**src/rtl/ftpr_pkg.sv**
```systemverilog
// shared types and constants of the frame table page replacement block
// no dependencies
`timescale 1ns / 1ps
`default_nettype none
package ftpr_pkg;
    localparam int FRAMES    = 16;
    localparam int PROCS     = 4;
    localparam int PAGE_BITS = 10;
    localparam int TIME_BITS = 32;
    localparam int FIDX_W    = $clog2(FRAMES);
    localparam int FCNT_W    = $clog2(FRAMES + 1);
    localparam int PROC_W    = (PROCS > 1) ? $clog2(PROCS) : 1;

    localparam logic [1:0] MODE_LRU  = 2'd0;
    localparam logic [1:0] MODE_RAND = 2'd1;
    localparam logic [1:0] MODE_LIFO = 2'd2;

    localparam logic REG_MODE   = 1'b0;
    localparam logic REG_FRAMES = 1'b1;

    typedef struct packed {
        logic [1:0]  proc_id;
        logic [9:0]  page_num;
        logic [30:0] rand_value;
    } t_in_beat;

    typedef struct packed {
        logic        hit;
        logic [3:0]  frame_index;
        logic        evicted;
        logic [1:0]  victim_proc;
        logic [9:0]  victim_page;
        logic [31:0] victim_residency;
        logic [31:0] proc_faults;
        logic [31:0] victim_evictions;
        logic [31:0] victim_residency_sum;
    } t_out_beat;

    typedef enum logic [2:0] {
        ST_IDLE, ST_LOOKUP, ST_FREE, ST_VICTIM, ST_MOD, ST_UPDATE
    } t_state;
endpackage
`default_nettype wire

```
**src/rtl/ftpr_mod_unit.sv**
```systemverilog
// restoring remainder unit: 31-bit dividend modulo a small frame count
// depends on ftpr_pkg
`timescale 1ns / 1ps
`default_nettype none
module ftpr_mod_unit (
    input  wire logic                        i_clk,
    input  wire logic                        i_rst_n,
    input  wire logic                        i_start,
    input  wire logic [30:0]                 i_dividend,
    input  wire logic [ftpr_pkg::FCNT_W-1:0] i_divisor,
    output logic                             o_done,
    output logic [ftpr_pkg::FIDX_W-1:0]      o_rem
);
    logic [30:0] r_quo, n_quo;
    logic [ftpr_pkg::FCNT_W:0] r_rem, n_rem;
    logic [4:0] r_cnt, n_cnt;
    logic r_busy, n_busy;
    logic [ftpr_pkg::FCNT_W:0] w_trial;

    // one dividend bit shifted in per cycle while busy
    always_comb begin
        n_quo = r_quo; n_rem = r_rem; n_cnt = r_cnt; n_busy = r_busy;
        w_trial = {r_rem[ftpr_pkg::FCNT_W-1:0], r_quo[30]};
        o_done = 1'b0;
        if (i_start) begin
            n_quo = i_dividend; n_rem = '0; n_cnt = 5'd0; n_busy = 1'b1;
        end else if (r_busy) begin
            n_quo = {r_quo[29:0], 1'b0};
            n_rem = (w_trial >= {1'b0, i_divisor}) ? w_trial - {1'b0, i_divisor} : w_trial;
            n_cnt = r_cnt + 5'd1;
            if (r_cnt == 5'd30) begin
                n_busy = 1'b0;
                o_done = 1'b1;
            end
        end
    end
    assign o_rem = n_rem[ftpr_pkg::FIDX_W-1:0];

    always_ff @(posedge i_clk) begin
        if (!i_rst_n) begin
            r_busy <= 1'b0;
        end else begin
            r_busy <= n_busy;
        end
        r_quo <= n_quo; r_rem <= n_rem; r_cnt <= n_cnt;
    end
endmodule
`default_nettype wire

```
**src/rtl/frame_table_page_replacement.sv**
```systemverilog
// top level: frame table, scan sequencer and per-process totals
// depends on ftpr_pkg and ftpr_mod_unit
`timescale 1ns / 1ps
`default_nettype none
// One reference is taken when i_start is high and o_busy low. The sequencer walks the
// active frames one per cycle for lookup, again (highest first) for a free frame, and
// once more for the LRU or LIFO victim; random mode runs a remainder unit instead.
// The result shows for one cycle on o_valid and cannot be stalled.
module frame_table_page_replacement (
    input  wire logic                  i_clk,
    input  wire logic                  i_rst_n,
    input  wire logic                  i_start,
    input  wire ftpr_pkg::t_in_beat    i_in,
    output logic                       o_busy,
    input  wire logic                  i_cfg_we,
    input  wire logic                  i_cfg_index,
    input  wire logic [4:0]            i_cfg_data,
    output logic                       o_valid,
    output ftpr_pkg::t_out_beat        o_out
);
    localparam int FW = ftpr_pkg::FIDX_W;
    localparam int PW = ftpr_pkg::PROC_W;
    localparam int TW = ftpr_pkg::TIME_BITS;

    logic [1:0] r_mode;
    logic [4:0] r_frames;
    logic [TW-1:0] r_now;
    logic [ftpr_pkg::FRAMES-1:0] r_fvalid;
    logic [PW-1:0] r_owner [ftpr_pkg::FRAMES];
    logic [ftpr_pkg::PAGE_BITS-1:0] r_page [ftpr_pkg::FRAMES];
    logic [TW-1:0] r_load [ftpr_pkg::FRAMES];
    logic [TW-1:0] r_acc [ftpr_pkg::FRAMES];
    logic [31:0] r_faults [ftpr_pkg::PROCS];
    logic [31:0] r_evs [ftpr_pkg::PROCS];
    logic [31:0] r_ress [ftpr_pkg::PROCS];

    ftpr_pkg::t_state r_state, n_state;
    ftpr_pkg::t_in_beat r_req;
    logic [FW-1:0] r_idx, n_idx, r_best, n_best;
    logic r_hit, n_hit, r_ev, n_ev;
    logic [ftpr_pkg::FCNT_W-1:0] w_n;
    logic [FW-1:0] w_last;
    logic [PW-1:0] w_proc;
    logic w_match, w_better, w_mstart, w_mdone;
    logic [FW-1:0] w_mrem;
    logic [TW-1:0] w_res;
    logic [31:0] w_evs, w_ress, w_flt, w_ev1, w_rs1, w_fl1;
    logic [32:0] w_rsum;

    // clamp frame count
    always_comb begin
        if (r_frames == 5'd0) w_n = ftpr_pkg::FCNT_W'(1);
        else if (r_frames > 5'(ftpr_pkg::FRAMES)) w_n = ftpr_pkg::FCNT_W'(ftpr_pkg::FRAMES);
        else w_n = r_frames[ftpr_pkg::FCNT_W-1:0];
        w_last = FW'(w_n - ftpr_pkg::FCNT_W'(1));
    end
    assign w_proc = PW'(r_req.proc_id % ftpr_pkg::PROCS);

    // shared compare on the scanned frame
    assign w_match = r_fvalid[r_idx] && r_page[r_idx] == r_req.page_num
                     && r_owner[r_idx] == w_proc;
    assign w_better = (r_mode == ftpr_pkg::MODE_LIFO) ? (r_load[r_idx] > r_load[r_best])
                                                      : (r_acc[r_idx] <= r_acc[r_best]);

    ftpr_mod_unit u_mod (
        .i_clk(i_clk), .i_rst_n(i_rst_n), .i_start(w_mstart),
        .i_dividend(r_req.rand_value), .i_divisor(w_n),
        .o_done(w_mdone), .o_rem(w_mrem)
    );

    // sequencer
    always_comb begin
        n_state = r_state; n_idx = r_idx; n_best = r_best; n_hit = r_hit; n_ev = r_ev;
        w_mstart = 1'b0;
        unique case (r_state)
            ftpr_pkg::ST_IDLE: begin
                if (i_start) begin
                    n_state = ftpr_pkg::ST_LOOKUP; n_idx = '0; n_hit = 1'b0; n_ev = 1'b0;
                end
            end
            ftpr_pkg::ST_LOOKUP: begin
                if (w_match) begin
                    n_hit = 1'b1; n_best = r_idx; n_state = ftpr_pkg::ST_UPDATE;
                end else if (r_idx == w_last) begin
                    n_state = ftpr_pkg::ST_FREE;
                end else begin
                    n_idx = r_idx + FW'(1);
                end
            end
            ftpr_pkg::ST_FREE: begin
                if (!r_fvalid[r_idx]) begin
                    n_best = r_idx; n_state = ftpr_pkg::ST_UPDATE;
                end else if (r_idx == '0) begin
                    n_ev = 1'b1; n_best = '0;
                    if (r_mode == ftpr_pkg::MODE_RAND) begin
                        w_mstart = 1'b1; n_state = ftpr_pkg::ST_MOD;
                    end else if (w_last == '0) begin
                        n_state = ftpr_pkg::ST_UPDATE;
                    end else begin
                        n_idx = FW'(1); n_state = ftpr_pkg::ST_VICTIM;
                    end
                end else begin
                    n_idx = r_idx - FW'(1);
                end
            end
            ftpr_pkg::ST_VICTIM: begin
                if (w_better) n_best = r_idx;
                if (r_idx == w_last) n_state = ftpr_pkg::ST_UPDATE;
                else n_idx = r_idx + FW'(1);
            end
            ftpr_pkg::ST_MOD: begin
                if (w_mdone) begin
                    n_best = w_mrem; n_state = ftpr_pkg::ST_UPDATE;
                end
            end
            ftpr_pkg::ST_UPDATE: n_state = ftpr_pkg::ST_IDLE;
            default: n_state = ftpr_pkg::ST_IDLE;
        endcase
    end

    // totals arithmetic for the update step
    always_comb begin
        w_res  = r_now - r_load[r_best];
        w_evs  = r_evs[r_owner[r_best]];
        w_ress = r_ress[r_owner[r_best]];
        w_flt  = r_faults[w_proc];
        w_ev1  = (w_evs == '1) ? w_evs : w_evs + 32'd1;
        w_rsum = {1'b0, w_ress} + {{(33-TW){1'b0}}, w_res};
        w_rs1  = w_rsum[32] ? '1 : w_rsum[31:0];
        w_fl1  = (w_flt == '1) ? w_flt : w_flt + 32'd1;
    end

    assign o_busy = (r_state != ftpr_pkg::ST_IDLE);

    always_ff @(posedge i_clk) begin
        if (!i_rst_n) begin
            r_state <= ftpr_pkg::ST_IDLE;
            r_mode <= ftpr_pkg::MODE_LRU;
            r_frames <= 5'd16;
            r_now <= TW'(1);
            r_fvalid <= '0;
            o_valid <= 1'b0;
            for (int p = 0; p < ftpr_pkg::PROCS; p++) begin
                r_faults[p] <= '0; r_evs[p] <= '0; r_ress[p] <= '0;
            end
        end else begin
            r_state <= n_state;
            o_valid <= 1'b0;
            // configuration writes
            if (i_cfg_we) begin
                if (i_cfg_index == ftpr_pkg::REG_MODE) r_mode <= i_cfg_data[1:0];
                else r_frames <= i_cfg_data;
            end
            // commit one reference
            if (r_state == ftpr_pkg::ST_UPDATE) begin
                o_valid <= 1'b1;
                r_now <= r_now + TW'(1);
                o_out.hit <= r_hit;
                o_out.frame_index <= 4'(r_best);
                o_out.evicted <= r_ev;
                // victim fields read zero when nothing was evicted
                o_out.victim_proc <= r_ev ? 2'(r_owner[r_best]) : 2'd0;
                o_out.victim_page <= r_ev ? 10'(r_page[r_best]) : 10'd0;
                o_out.victim_residency <= r_ev ? 32'(w_res) : 32'd0;
                o_out.victim_evictions <= r_ev ? w_ev1 : 32'd0;
                o_out.victim_residency_sum <= r_ev ? w_rs1 : 32'd0;
                o_out.proc_faults <= r_hit ? w_flt : w_fl1;
                r_acc[r_best] <= r_now;
                if (!r_hit) begin
                    r_fvalid[r_best] <= 1'b1;
                    r_owner[r_best] <= w_proc;
                    r_page[r_best] <= r_req.page_num;
                    r_load[r_best] <= r_now;
                    r_faults[w_proc] <= w_fl1;
                end
                if (r_ev) begin
                    r_evs[r_owner[r_best]] <= w_ev1;
                    r_ress[r_owner[r_best]] <= w_rs1;
                end
            end
        end
        if (r_state == ftpr_pkg::ST_IDLE && i_start) r_req <= i_in;
        r_idx <= n_idx; r_best <= n_best; r_hit <= n_hit; r_ev <= n_ev;
    end
endmodule
`default_nettype wire
```
**config.mk**
```make
export PLATFORM = sky130hd
export DESIGN_NAME = frame_table_page_replacement
export DESIGN_NICKNAME = d
export VERILOG_FILES = /design/src/rtl/ftpr_pkg.sv /design/src/rtl/ftpr_mod_unit.sv /design/src/rtl/frame_table_page_replacement.sv
export SDC_FILE = /design/constraint.sdc
export NUM_CORES = 2
export LEC_CHECK = 0
export ABC_CLOCK_PERIOD_IN_PS = 9200
export BUFFER_PORTS_ARGS = -buffer_cell sky130_fd_sc_hd__clkbuf_2
export CAP_MARGIN = 15
export CORE_MARGIN = 2
export CORE_UTILIZATION = 63
export DETAILED_ROUTE_END_ITERATION = 16
export HOLD_SLACK_MARGIN = 0.02
export PLACE_DENSITY_LB_ADDON = 0.08
export SYNTH_ARGS = -nofsm -noshare
export SYNTH_HDL_FRONTEND = slang
export SYNTH_SLANG_ARGS = --single-unit
```
**constraint.sdc**
```tcl
create_clock -name i_clk -period 9.2 [get_ports i_clk]
set_input_delay 0.92 -clock i_clk [delete_from_list [all_inputs] [get_ports i_clk]]
set_output_delay 0.92 -clock i_clk [all_outputs]
set_load 0.1 [all_outputs]
```
==> impl_metrics.json <==
{
  "outcome": "finished clean",
  "ys.flop_type": "edfxtp_1",
  "cts_hold_buf": 0,
  "cp.required_ns": 9.72,
  "cts_buffers": 192,
  "gp_congestion": 0.9121,
  "start_kind": "flop",
  "drt_iter0_drc": 6355,
  "row_count": 138,
  "cts_resized": 0,
  "cp_max_fo": 41,
  "min_path_cells": 1,
  "via_count": 52207,
  "synth_cell_types": 94,
  "cts.path.max_buffers": 3,
  "max-cap-violations": 0,
  "hold_class": "in -> reg",
  "worst_pin_slew_ns": 1.228,
  "fmax_mhz": 121.7,
  "core_area_um2": 141400,
  "syn_avg_cell_area_um2": 16.66,
  "h-tree-depth": 4,
  "grt_util_all_layers_pct": 31.26,
  "worstSetupPathType": "reg -> reg",
  "viasPerCell": 6.826,
  "power_w": 0.02608,
  "synth_seq_area_share_pct": 63.11,
  "synth_nets": 5571,
  "layout.nets": 5788,
  "ir_worst_vdd_mv": 0.3163,
  "grt_pass1_wl_um": 334700,
  "setup-violations-final": 0,
  "reg2reg_depth": 27,
  "synth_edf_count": 1830,
  "drtPass1Iterations": 6,
  "cts_tree": "yes",
  "synth_cells": 5378,
  "grt_pass1_vias": 52764,
  "fp.dieH_um": 381.1,
  "cts_root_buffer": "clkbuf_16",
  "leakage_nw": 31.62,
  "drc": 0,
  "fin_tns_setup_ns": 0,
  "dieArea_um2": 145300,
  "fin_area_um2": 99550,
  "area_delta_synth_final_pct": 11.09,
  "fin_crit_ns": 8.214,
  "relSlewSlack_pct": 17.94,
  "synth_area_leaders": "edfxtp_1, mux4_2, nor2_1, ha_1, dfxtp_1",
  "wirelength_um": 225000,
  "start_util_pct": 63.37,
  "dieWidth_um": 381.1,
  "yosys.cell_count.top_type": "edfxtp_1",
  "ys_ff_latch": 1910,
  "synth_common_cells": "edfxtp_1, mux4_2, nor2_1",
  "postRouteAntennaNets": 0,
  "grt_overflow": 0,
  "synth_top_cell_by_area": "edfxtp_1",
  "grt_max_degree": 120,
  "drive_above_1_share_pct": 26.78,
  "place_ws_ns": 1.159,
  "finalMaxSlewViolations": 0,
  "cts.clk_slew.worst_paths_ns": 0.06,
  "io_buffers": 200,
  "synth_area_um2": 89610,
  "period_share_pct": 89.28,
  "post_cts_buffers": 0,
  "ys.warnings.count": 0,
  "dp_hpwl_um": 127200,
  "fin_worst_skew_ns": 0.02121,
  "antennaDiodeCount": 0,
  "place_area_um2": 93200,
  "hold_violations": 0,
  "clock_sinks": 1910,
  "clock_latency_ns": 0.82,
  "crit_path_end_kind": "flop",
  "setup_ws_ns": 0.9858,
  "wl_per_cell_um": 29.42,
  "rsz0062_at_grt": "false",
  "yosys.area.top_type_share_pct": 61.32,
  "async_reset_ff_share_pct": 0,
  "cp_data_arrival_time_ns": 8.73,
  "pwr_density_cell_nw_per_um2": 261.9,
  "io_pins": 201,
  "antenna_found_initial": 0
}
registers in the layout, summed over array words and instances (netlist names), 2 cells and up, named ones only:
register     flops
u_mod.r_quo     31
r_frames         5
r_req           43
r_load         512
r_best           4
r_owner         32
r_ress         128
u_mod.r_cnt      5
r_evs          128
u_mod.r_rem      5
r_page         160
r_fvalid        16
r_now           32
r_acc          512
r_state          3
r_faults       128
r_idx            4
o_out          146
r_mode           2
cells by family after synthesis:
| logic type | share of synthesized area (%) |
|---|---|
| AO/OA/AOI/OAI | 3.055 |
| XOR/XNOR | 1.884 |
| multiplexers | 20.88 |
| adder cells (fa/ha/maj) | 2.036 |
| buffers and inverters | 1.863 |
| flip-flops | 63.11 |
| AND/OR/NAND/NOR | 7.169 |
placed cells by master (no fill, tap or decap), types with 73 or more instances in the layout:
cell type / count
a21oi_1: 101
clkbuf_16: 192
and2_1: 93
mux4_2: 794
xnor2_1: 113
clkbuf_2: 199
edfxtp_1: 1830
nor2_1: 559
buf_4: 130
xor2_1: 76
ha_1: 137
and3_1: 73
inv_1: 108
nand2_1: 383
report_power, final:
| part | total [W] | leakage [nW] | internal [W] | switching, W |
|---|---|---|---|---|
| logic | 0.00797 | 12.4 | 0.00311 | 0.00487 |
| clock network | 0.00793 | 3.11 | 0.00460 | 0.00333 |
| registers | 0.0102 | 16.1 | 0.00970 | 0.000473 |
| total | 0.0261 | 31.6 | 0.0174 | 0.00867 |
worst max-delay path, stage by stage, from the launching register on:
cell and delay, ns:
dfxtp_4 0.92, buf_12 0.31, mux4_2 0.54, mux4_2 0.47, inv_1 0.14, ha_1 0.34
a21oi_1 0.31, o211ai_1 0.17, a211o_1 0.31, a211oi_1 0.59, o21ai_0 0.24, a31o_2 0.29
a21oi_1 0.23, nor2b_1 0.08, o21a_1 0.18, o21a_1 0.18, o21a_1 0.19, o21ai_0 0.24
o31a_1 0.25, ha_1 0.30, inv_1 0.13, o21bai_1 0.09, a21oi_1 0.19, o21ai_0 0.15
a21o_1 0.20, buf_4 0.29, a21oi_1 0.38, nor2_1 0.10
final timing paths:
check,startpoint,end,slack (ns)
max,flop,r_ress[0][3]$_SDFFCE_PN0P_,0.99
min,i_in[37],r_req[37]$_DFFE_PP_,0.27
max reg2reg,flop,r_ress[0][3]$_SDFFCE_PN0P_,0.99
min reg2reg,r_fvalid[13]$_SDFFE_PN0P_,r_fvalid[13]$_SDFFE_PN0P_,0.45
layout make-up:
cell class / instances / area (um2)
flip-flops and latches: 1910 / 56590
fillers: 9019 / 41860
multi-input cells: 3042 / 31690
clock buffers: 238 / 5047
well taps: 1890 / 2365
repair buffers: 338 / 2137
clock inverters: 119 / 1305
inverters: 111 / 421.7
layer usage:
| layer | share of wire [%] | global-route usage [%] |
|---|---|---|
| met2 | 49 | 50.12 |
| met4 | 2.7 | 9.501 |
| met1 | 39 | 44.97 |
| met3 | 9.3 | 5.150 |
| met5 | 0 | 0 |
through the flow:
stage | utilization, % | hold WS, ns | std cells
after floorplan | - | 0.4211 | 5378
after global placement | 65.90 | 0.4279 | 7291
after detailed placement | 65.90 | 0.4400 | 7291
after CTS | 70.40 | 0.2136 | 7648
after global routing | 70.40 | 0.2416 | 7648
final | 70.40 | 0.2690 | 7648
Power figures use the tool's default switching activity.
